--- src/design/pfba_pkg.sv ---
`timescale 1ns / 1ps
// ----------------------------------------------------------------------------
// Page frame bitmap allocator package
// Shared codes, control word and flag structs for the microcoded sequencer
// and its datapath.
// ----------------------------------------------------------------------------
package pfba_pkg;

  // Fixed field widths.
  localparam int unsigned OpW     = 3;
  localparam int unsigned PageW   = 20;
  localparam int unsigned StatusW = 3;
  localparam int unsigned FrameW  = 13;
  localparam int unsigned KendW   = 14;
  localparam int unsigned DataW   = 32;

  // Request operation codes.
  typedef enum logic [OpW-1:0] {
    OP_INIT     = 3'd0,
    OP_ALLOC    = 3'd1,
    OP_ALLOC_AT = 3'd2,
    OP_FREE     = 3'd3,
    OP_QUERY    = 3'd4
  } op_e;

  // Response status codes.
  typedef enum logic [StatusW-1:0] {
    ST_OK        = 3'd0,
    ST_NOT_FREE  = 3'd1,
    ST_NO_FREE   = 3'd2,
    ST_KERNEL    = 3'd3,
    ST_DOUBLE    = 3'd4,
    ST_RANGE     = 3'd5
  } status_e;

  // Microprogram steps.
  typedef enum logic [4:0] {
    S_IDLE,
    S_INIT,
    S_INIT_END,
    S_AL_RD,
    S_AL_TST,
    S_AL_NXT,
    S_AL_SET,
    S_AA_RD,
    S_AA_CHK,
    S_AA_SET,
    S_FR_RD,
    S_FR_CHK,
    S_FR_TST,
    S_FR_CLR,
    S_QY_RD,
    S_QY_CHK,
    S_EM_OK,
    S_EM_NOTFREE,
    S_EM_NOFREE,
    S_EM_KERNEL,
    S_EM_DOUBLE,
    S_EM_RANGE
  } step_e;

  // Jump conditions.
  typedef enum logic [2:0] {
    C_ALWAYS,
    C_DISPATCH,
    C_LAST,
    C_NOT_FULL,
    C_PAGE_FREE,
    C_KERNEL,
    C_CLEAR
  } cond_e;

  // Word pointer operations.
  typedef enum logic [1:0] {
    P_HOLD,
    P_ZERO,
    P_INC
  } ptr_op_e;

  // Bitmap address select.
  typedef enum logic [1:0] {
    A_PTR,
    A_NEXT,
    A_PAGE
  } addr_sel_e;

  // Bitmap write data select.
  typedef enum logic [1:0] {
    W_INIT,
    W_SETK,
    W_SETP,
    W_CLRP
  } wd_sel_e;

  // One control word of the microprogram.
  typedef struct packed {
    logic      accept;
    logic      wipe;
    ptr_op_e   ptr_op;
    addr_sel_e addr_sel;
    logic      re;
    logic      we;
    wd_sel_e   wd_sel;
    logic      ld_pf;
    logic      ld_frame_k;
    logic      ld_frame_p;
    logic      clr_done;
    logic      emit;
    status_e   status;
    cond_e     cond;
    step_e     tgt_t;
    step_e     tgt_f;
  } ctrl_t;

  // Datapath flags seen by the sequencer.
  typedef struct packed {
    logic           take;
    logic [OpW-1:0] op;
    logic           in_range;
    logic           last;
    logic           not_full;
    logic           page_free;
    logic           kernel;
    logic           busy;
  } flags_t;

endpackage

--- src/design/pfba_seq.sv ---
`timescale 1ns / 1ps
// ----------------------------------------------------------------------------
// Allocator microsequencer
// Step counter, microprogram ROM and conditional jump logic.
// ----------------------------------------------------------------------------
module pfba_seq import pfba_pkg::*; (
  input  logic   clk_i,
  input  logic   rst_ni,
  input  flags_t flags_i,
  output ctrl_t  ctrl_o
);

  step_e upc_q, upc_d;
  logic  clr_q, clr_d;
  ctrl_t rom;
  logic  stall;
  logic  cond_hit;
  step_e disp_tgt;

  // Microprogram ROM: one control word per step.
  always_comb begin
    rom = '0;
    case (upc_q)
      S_IDLE: begin
        rom.accept = 1'b1;
        rom.ptr_op = P_ZERO;
        rom.cond   = C_DISPATCH;
      end
      S_INIT: begin
        rom.we       = 1'b1;
        rom.wd_sel   = W_INIT;
        rom.addr_sel = A_PTR;
        rom.ptr_op   = P_INC;
        rom.cond     = C_LAST;
        rom.tgt_t    = S_INIT_END;
        rom.tgt_f    = S_INIT;
      end
      S_INIT_END: begin
        rom.clr_done = 1'b1;
        rom.cond     = C_CLEAR;
        rom.tgt_t    = S_IDLE;
        rom.tgt_f    = S_EM_OK;
      end
      S_AL_RD: begin
        rom.re       = 1'b1;
        rom.addr_sel = A_PTR;
        rom.tgt_f    = S_AL_TST;
        rom.tgt_t    = S_AL_TST;
      end
      S_AL_TST: begin
        rom.cond  = C_NOT_FULL;
        rom.tgt_t = S_AL_SET;
        rom.tgt_f = S_AL_NXT;
      end
      S_AL_NXT: begin
        rom.re       = 1'b1;
        rom.addr_sel = A_NEXT;
        rom.ptr_op   = P_INC;
        rom.cond     = C_LAST;
        rom.tgt_t    = S_EM_NOFREE;
        rom.tgt_f    = S_AL_TST;
      end
      S_AL_SET: begin
        rom.we         = 1'b1;
        rom.addr_sel   = A_PTR;
        rom.wd_sel     = W_SETK;
        rom.ld_frame_k = 1'b1;
        rom.tgt_t      = S_EM_OK;
        rom.tgt_f      = S_EM_OK;
      end
      S_AA_RD: begin
        rom.re       = 1'b1;
        rom.addr_sel = A_PAGE;
        rom.tgt_t    = S_AA_CHK;
        rom.tgt_f    = S_AA_CHK;
      end
      S_AA_CHK: begin
        rom.ld_pf = 1'b1;
        rom.cond  = C_PAGE_FREE;
        rom.tgt_t = S_AA_SET;
        rom.tgt_f = S_EM_NOTFREE;
      end
      S_AA_SET: begin
        rom.we         = 1'b1;
        rom.addr_sel   = A_PAGE;
        rom.wd_sel     = W_SETP;
        rom.ld_frame_p = 1'b1;
        rom.tgt_t      = S_EM_OK;
        rom.tgt_f      = S_EM_OK;
      end
      S_FR_RD: begin
        rom.re       = 1'b1;
        rom.addr_sel = A_PAGE;
        rom.tgt_t    = S_FR_CHK;
        rom.tgt_f    = S_FR_CHK;
      end
      S_FR_CHK: begin
        rom.ld_pf = 1'b1;
        rom.cond  = C_KERNEL;
        rom.tgt_t = S_EM_KERNEL;
        rom.tgt_f = S_FR_TST;
      end
      S_FR_TST: begin
        rom.cond  = C_PAGE_FREE;
        rom.tgt_t = S_EM_DOUBLE;
        rom.tgt_f = S_FR_CLR;
      end
      S_FR_CLR: begin
        rom.we       = 1'b1;
        rom.addr_sel = A_PAGE;
        rom.wd_sel   = W_CLRP;
        rom.tgt_t    = S_EM_OK;
        rom.tgt_f    = S_EM_OK;
      end
      S_QY_RD: begin
        rom.re       = 1'b1;
        rom.addr_sel = A_PAGE;
        rom.tgt_t    = S_QY_CHK;
        rom.tgt_f    = S_QY_CHK;
      end
      S_QY_CHK: begin
        rom.ld_pf = 1'b1;
        rom.tgt_t = S_EM_OK;
        rom.tgt_f = S_EM_OK;
      end
      S_EM_OK: begin
        rom.emit   = 1'b1;
        rom.status = ST_OK;
      end
      S_EM_NOTFREE: begin
        rom.emit   = 1'b1;
        rom.status = ST_NOT_FREE;
      end
      S_EM_NOFREE: begin
        rom.emit   = 1'b1;
        rom.status = ST_NO_FREE;
      end
      S_EM_KERNEL: begin
        rom.emit   = 1'b1;
        rom.status = ST_KERNEL;
      end
      S_EM_DOUBLE: begin
        rom.emit   = 1'b1;
        rom.status = ST_DOUBLE;
      end
      S_EM_RANGE: begin
        rom.emit   = 1'b1;
        rom.status = ST_RANGE;
      end
      default: begin
        rom = '0;
      end
    endcase
  end

  // Entry point for a newly accepted transaction.
  always_comb begin
    case (flags_i.op)
      OP_INIT:     disp_tgt = S_INIT;
      OP_ALLOC:    disp_tgt = S_AL_RD;
      OP_ALLOC_AT: disp_tgt = flags_i.in_range ? S_AA_RD : S_EM_RANGE;
      OP_FREE:     disp_tgt = flags_i.in_range ? S_FR_RD : S_EM_RANGE;
      OP_QUERY:    disp_tgt = flags_i.in_range ? S_QY_RD : S_EM_RANGE;
      default:     disp_tgt = S_EM_OK;
    endcase
  end

  // Condition select.
  always_comb begin
    case (rom.cond)
      C_ALWAYS:    cond_hit = 1'b1;
      C_LAST:      cond_hit = flags_i.last;
      C_NOT_FULL:  cond_hit = flags_i.not_full;
      C_PAGE_FREE: cond_hit = flags_i.page_free;
      C_KERNEL:    cond_hit = flags_i.kernel;
      C_CLEAR:     cond_hit = clr_q;
      default:     cond_hit = 1'b0;
    endcase
  end

  // Next step, clearing flag and gated control word.
  always_comb begin
    stall = rom.emit & flags_i.busy;
    clr_d = clr_q;
    if (rom.clr_done) begin
      clr_d = 1'b0;
    end

    if (stall) begin
      upc_d = upc_q;
    end else if (rom.cond == C_DISPATCH) begin
      if (clr_q) begin
        upc_d = S_INIT;
      end else if (flags_i.take) begin
        upc_d = disp_tgt;
      end else begin
        upc_d = S_IDLE;
      end
    end else begin
      upc_d = cond_hit ? rom.tgt_t : rom.tgt_f;
    end

    ctrl_o        = rom;
    ctrl_o.accept = rom.accept & ~clr_q;
    ctrl_o.wipe   = clr_q;
    ctrl_o.emit   = rom.emit & ~flags_i.busy;
  end

  // Step counter; the bitmap is swept clean once after reset.
  always_ff @(posedge clk_i or negedge rst_ni) begin
    if (!rst_ni) begin
      upc_q <= S_IDLE;
      clr_q <= 1'b1;
    end else begin
      upc_q <= upc_d;
      clr_q <= clr_d;
    end
  end

endmodule

--- config.mk ---
export PLATFORM = sky130hd
export DESIGN_NAME = pfba_seq
export DESIGN_NICKNAME = d
export VERILOG_FILES = /design/src/design/pfba_pkg.sv /design/src/design/pfba_seq.sv
export SDC_FILE = /design/constraint.sdc
export NUM_CORES = 1
export LEC_CHECK = 0
export BUFFER_PORTS_ARGS = -buffer_cell sky130_fd_sc_hd__buf_4
export CORE_ASPECT_RATIO = 0.9
export CORE_MARGIN = 4
export CORE_UTILIZATION = 30
export DETAILED_ROUTE_END_ITERATION = 7
export PLACE_DENSITY_LB_ADDON = 0.12
export SLEW_MARGIN = 20
export SYNTH_ARGS = -nofsm -noshare
export SYNTH_HDL_FRONTEND = slang
export SYNTH_SLANG_ARGS = --single-unit
--- constraint.sdc ---
create_clock -name clk_i -period 2.3 [get_ports clk_i]
set_clock_uncertainty 0.2 [all_clocks]
set_input_delay 0.115 -clock clk_i [delete_from_list [all_inputs] [get_ports clk_i]]
set_output_delay 0.115 -clock clk_i [all_outputs]
set_load 0.01 [all_outputs]
# After elaboration in Yosys (flattened, before gate mapping)
# Index checks and enable logic that the tools add are counted.
# classes
eq_ne,31
n_mux,21
bitwise_logic,5
reduce_logical,9
# ops
cell,n
$pmux 10 s12,1
$eq 5x4->1 const B,8
$mux 5,7
$eq 5x5->1 const B,6
$pmux 5 s5,1
$pmux 4 s6,1
$eq 5x3->1 const B,4
$pmux 3 s6,1
$eq 3x2->1 const B,4
$eq 3x3->1 const B,4
$pmux 3 s4,1
$eq 5x2->1 const B,2
$reduce_or 5->1,2
$pmux 2 s2,2
$eq 3x1->1 const B,2
$logic_not 3->1,2
$mux 1,6
$pmux 1 s6,1
$eq 5x1->1 const B,1
$logic_not 5->1,1
$reduce_or 2->1,2
$reduce_or 4->1,1
$and 1x1->1,3
$reduce_or 3->1,1
$not 1->1,2
# totals
wordCells,68
register_bits,6
out_inout_bits,31

# Logic depth before layout (Yosys ltp)
# logic_depth
ltp_word,7
ltp_mapped,7
ltp_nobuf,5

# Worst setup path after synthesis
# No wires, ideal clock.
# synth_path
path_type,flip-flop to flip-flop
startpoint,register upc_q[0]
endpoint,register upc_q[3]
t_arrival_ns,1.681
path_stages_with_launch,6
period_less_slack_ns,2.007
slack_ns,0.293
cell_sequence,dfrtp_1 -> nor2b_1 -> a32o_1 -> a221o_1 -> or2_4 -> a221o_1
# synth_via
elab_chain_len,7
# synth_lines
element,line,rtl
start: declaration,pfba_seq.sv:13,"step_e upc_q, upc_d;"
start signal: assignment,pfba_seq.sv:215,upc_q <= upc_d;
$eq 5x4->1 (tied with other cells),pfba_seq.sv:23,case (upc_q)
$reduce_or 2->1 (no line),-,
$pmux 3 s6,pfba_seq.sv:23,
$eq 3x3->1 (tied with other cells),pfba_seq.sv:170,case (rom.cond)
$pmux 1 s6,pfba_seq.sv:170,
$mux 5,pfba_seq.sv:200,upc_d = cond_hit ? rom.tgt_t : rom.tgt_f;
$mux 5,pfba_seq.sv:191,end else if (rom.cond == C_DISPATCH) begin
# Several ways; a longest one is shown, not always the timed one.
# A chain may end at the register's enable or synchronous reset.

==> run metrics <==
H-tree Lvls 1; sequential fraction of the synthesis area 15.7%; worst hold start flags_i[0]; Setup crit start kind flop; status finished, final reports clean; final wirelength 3.20 mm; share of the synthesized area in the top cell type 13.0%; Clock Sinks 6; RSZ-0062 raised after global routing no; CTS buffer count 3; die area 0.00418 mm^2; CTS clock-pin slew for the worst setup and hold paths 0.06 ns; hpwl dp 2.48 mm; DRT Pass-1 Iters 4; Post-Syn Instances 152; slowest stage delay, CP 0.42 ns; WL/cell 13.3 um; leakage power 0.656 nW; commonest non-fill, non-tap cell in the layout buf_4; clock tree from TritonCTS yes; slew at the pin closest to its max-slew limit 0.490 ns; Final Max Slew Viols 0; vias post-DR 1205; r2r worst-path depth 6; worst path cell trace buf_4 -> or2_2 -> xnor2_1 -> a211oi_1 -> buf_4; Final period util 96.4%; Critical Path End Type output port; Yosys warnings 0; layout cells sized above 1 28.8%; Worst EP required 1.99 ns; 1st-iter DRT viols 69; worst hold slack 0.0324 ns; pin count of the biggest net entering global routing 19; GP Congestion 0.827; Post-Route Utilization 45.7%; worst r2r dst upc_q[3]; met1 track demand over resource 23.2%; Seq cells post-synth 6; WP buf/inv 2; final worst slack 0.0824 ns; post-CTS setup buffer count 0; Netlist cell types 37; Worst VDD drop 0.601 mV; critical path's top delay family compound AO/OA/AOI/OAI gates; syn avg cell area 6.33 um^2; met3 Use GR 2.34%; gr busiest metal met2; Mapped Nets 164; critical path's most frequent cell buf_4; Total Nets Final 211; core area 0.00307 mm^2; WS Path Type flop to output port; vias per cell 5.02; Post-DP Area 0.00134 mm^2; I/O pins 43; Synth-to-Final Area Change 45.8%; CP max stage cell a211oi_1; Pwr Total 1.77 mW; met2 GRT Util 24.4%; Rel. slew slack 67.4%; Clk Latency, worst-skew pair 0.26 ns; most frequent cells in the layout buf_4 (51), nor2_1 (28), a21oi_1 (15), nand2b_1 (12), nor2b_1 (11); post-route minimum period 2.22 ns; post-synth top area cell dfrtp_1; root buf cell clkbuf_4; Port Buf Inserts 42; vias in the first global route 1045; Final Instance Area 0.00140 mm^2; Max FO, Critical Path 9; Post-route DRC 0; Placed Cells 232; initial antenna violation count 0; CP Data Arrival Time 1.90 ns; Initial Util 31.4%; highest clock rate 451 MHz; Hold Crit Class primary input to flop; Hold EP upc_q[2]; worst slack, placed 0.202 ns; Min-Delay Path Depth 4; Max Root-Sink Buffers 2; first-pass GRT wire length 5.08 mm; grt total ovfl 0; # diodes 0; setup_tns 0 ns; Finished Layout Cells 240; FILL cells 311; Max Cap Violations 0; Site Rows 19; R2R Path Start upc_q[0]; Power Density 1260 mW/mm^2; Crit. Startpoint upc_q[2]; gr usage total 15.8%; post-route ant nets 0; Post-Syn Area 962 um^2; setup slack, reg-to-reg 0.18 ns; Die W 67.7 um; Hold Violations, Final 0; setup violators final 0; Area contributors post-synth dfrtp_1 (13%), nor2_1 (11%), a21oi_1 (7.8%), nand2b_1 (7.8%), nor2b_1 (7.2%); chip height 61.7 um
-- kinds of logic after synthesis --
| kind of cell | Yosys count | synth area share, % |
|---|---|---|
| buffers and inverters | 15 | 7.15 |
| muxes | 1 | 1.04 |
| and+or+nand+nor | 84 | 44.5 |
| DFF | 6 | 15.7 |
| AOI/OAI and AO/OA | 43 | 28.9 |
| xor gates and xnor gates | 3 | 2.73 |
-- how the worst max path moves through the flow --
stage                     cells after the start   endpoint
after floorplan                               5   upc_q[3]
after global routing                          5  ctrl_o[0]
final                                         5  ctrl_o[0]
after global placement                        6   upc_q[3]
after CTS                                     5  ctrl_o[0]
after detailed placement                      6   upc_q[3]
-- sequential cells by signal, indices dropped and copies added (netlist names) --
signal  cells
clr_q       1
upc_q       5
-- routing by layer --
metal | vias up | wire length (um)
met2 | 38 | 1400
met1 | 538 | 1580
met4 | 0 | 10
li1 | 627 | -
met5 | - | 0
met3 | 2 | 201
-- power by group --
part / internal [mW] / switching [mW] / leakage, nW / total [mW]
registers: 0.143 / 0.0654 / 0.0752 / 0.209
logic: 0.663 / 0.786 / 0.566 / 1.45
clock network: 0.0661 / 0.0450 / 0.0150 / 0.111
total: 0.873 / 0.896 / 0.656 / 1.77
-- area by class of cell --
type	instances	area, um^2	area share, %
multi-input cells	131	742	52.9
repair buffers	55	423	30.2
flip-flops and latches	6	151	10.8
well taps	42	52.6	3.75
clock buffers	4	26.3	1.87
inverters	2	7.51	0.535
-- synth_stat cells --
cell type   n
nor2_1     28
a21oi_1    15
nand2b_1   12
nor2b_1    11
nand2_1    10
nor3_1      9
o21ai_0     6
buf_1       5
dfrtp_1     5
and2_1      4
buf_2       4
nor3b_1     4
o22ai_1     3
a211o_1     2
a211oi_1    2
a21o_1      2
a221o_1     2
a22oi_1     2
a31oi_1     2
buf_4       2
clkbuf_1    2
inv_1       2
nand3_1     2
o2bb2ai_1   2
xnor2_1     2
a32o_1      1
dfstp_2     1
mux2i_1     1
nand3b_1    1
nand4b_1    1
o21a_1      1
o21bai_1    1
o31ai_1     1
o32ai_1     1
or2_2       1
or2_4       1
xor2_1      1
-- what timing repair did --
item                                   in CTS  in global routing
hold buffers                                4                  0
endpoints found under the hold margin       7                  0
gates resized for setup                     0                  0
-- worst reg2reg max path: cells and delay by family, from the launching register on --
kind                   cells  cell delay, ns
AOI/OAI and AO/OA          3            0.94
DFF                        1            0.35
buffers and inverters      1            0.18
and+or+nand+nor            2            0.31
Power figures use the tool's default switching activity.
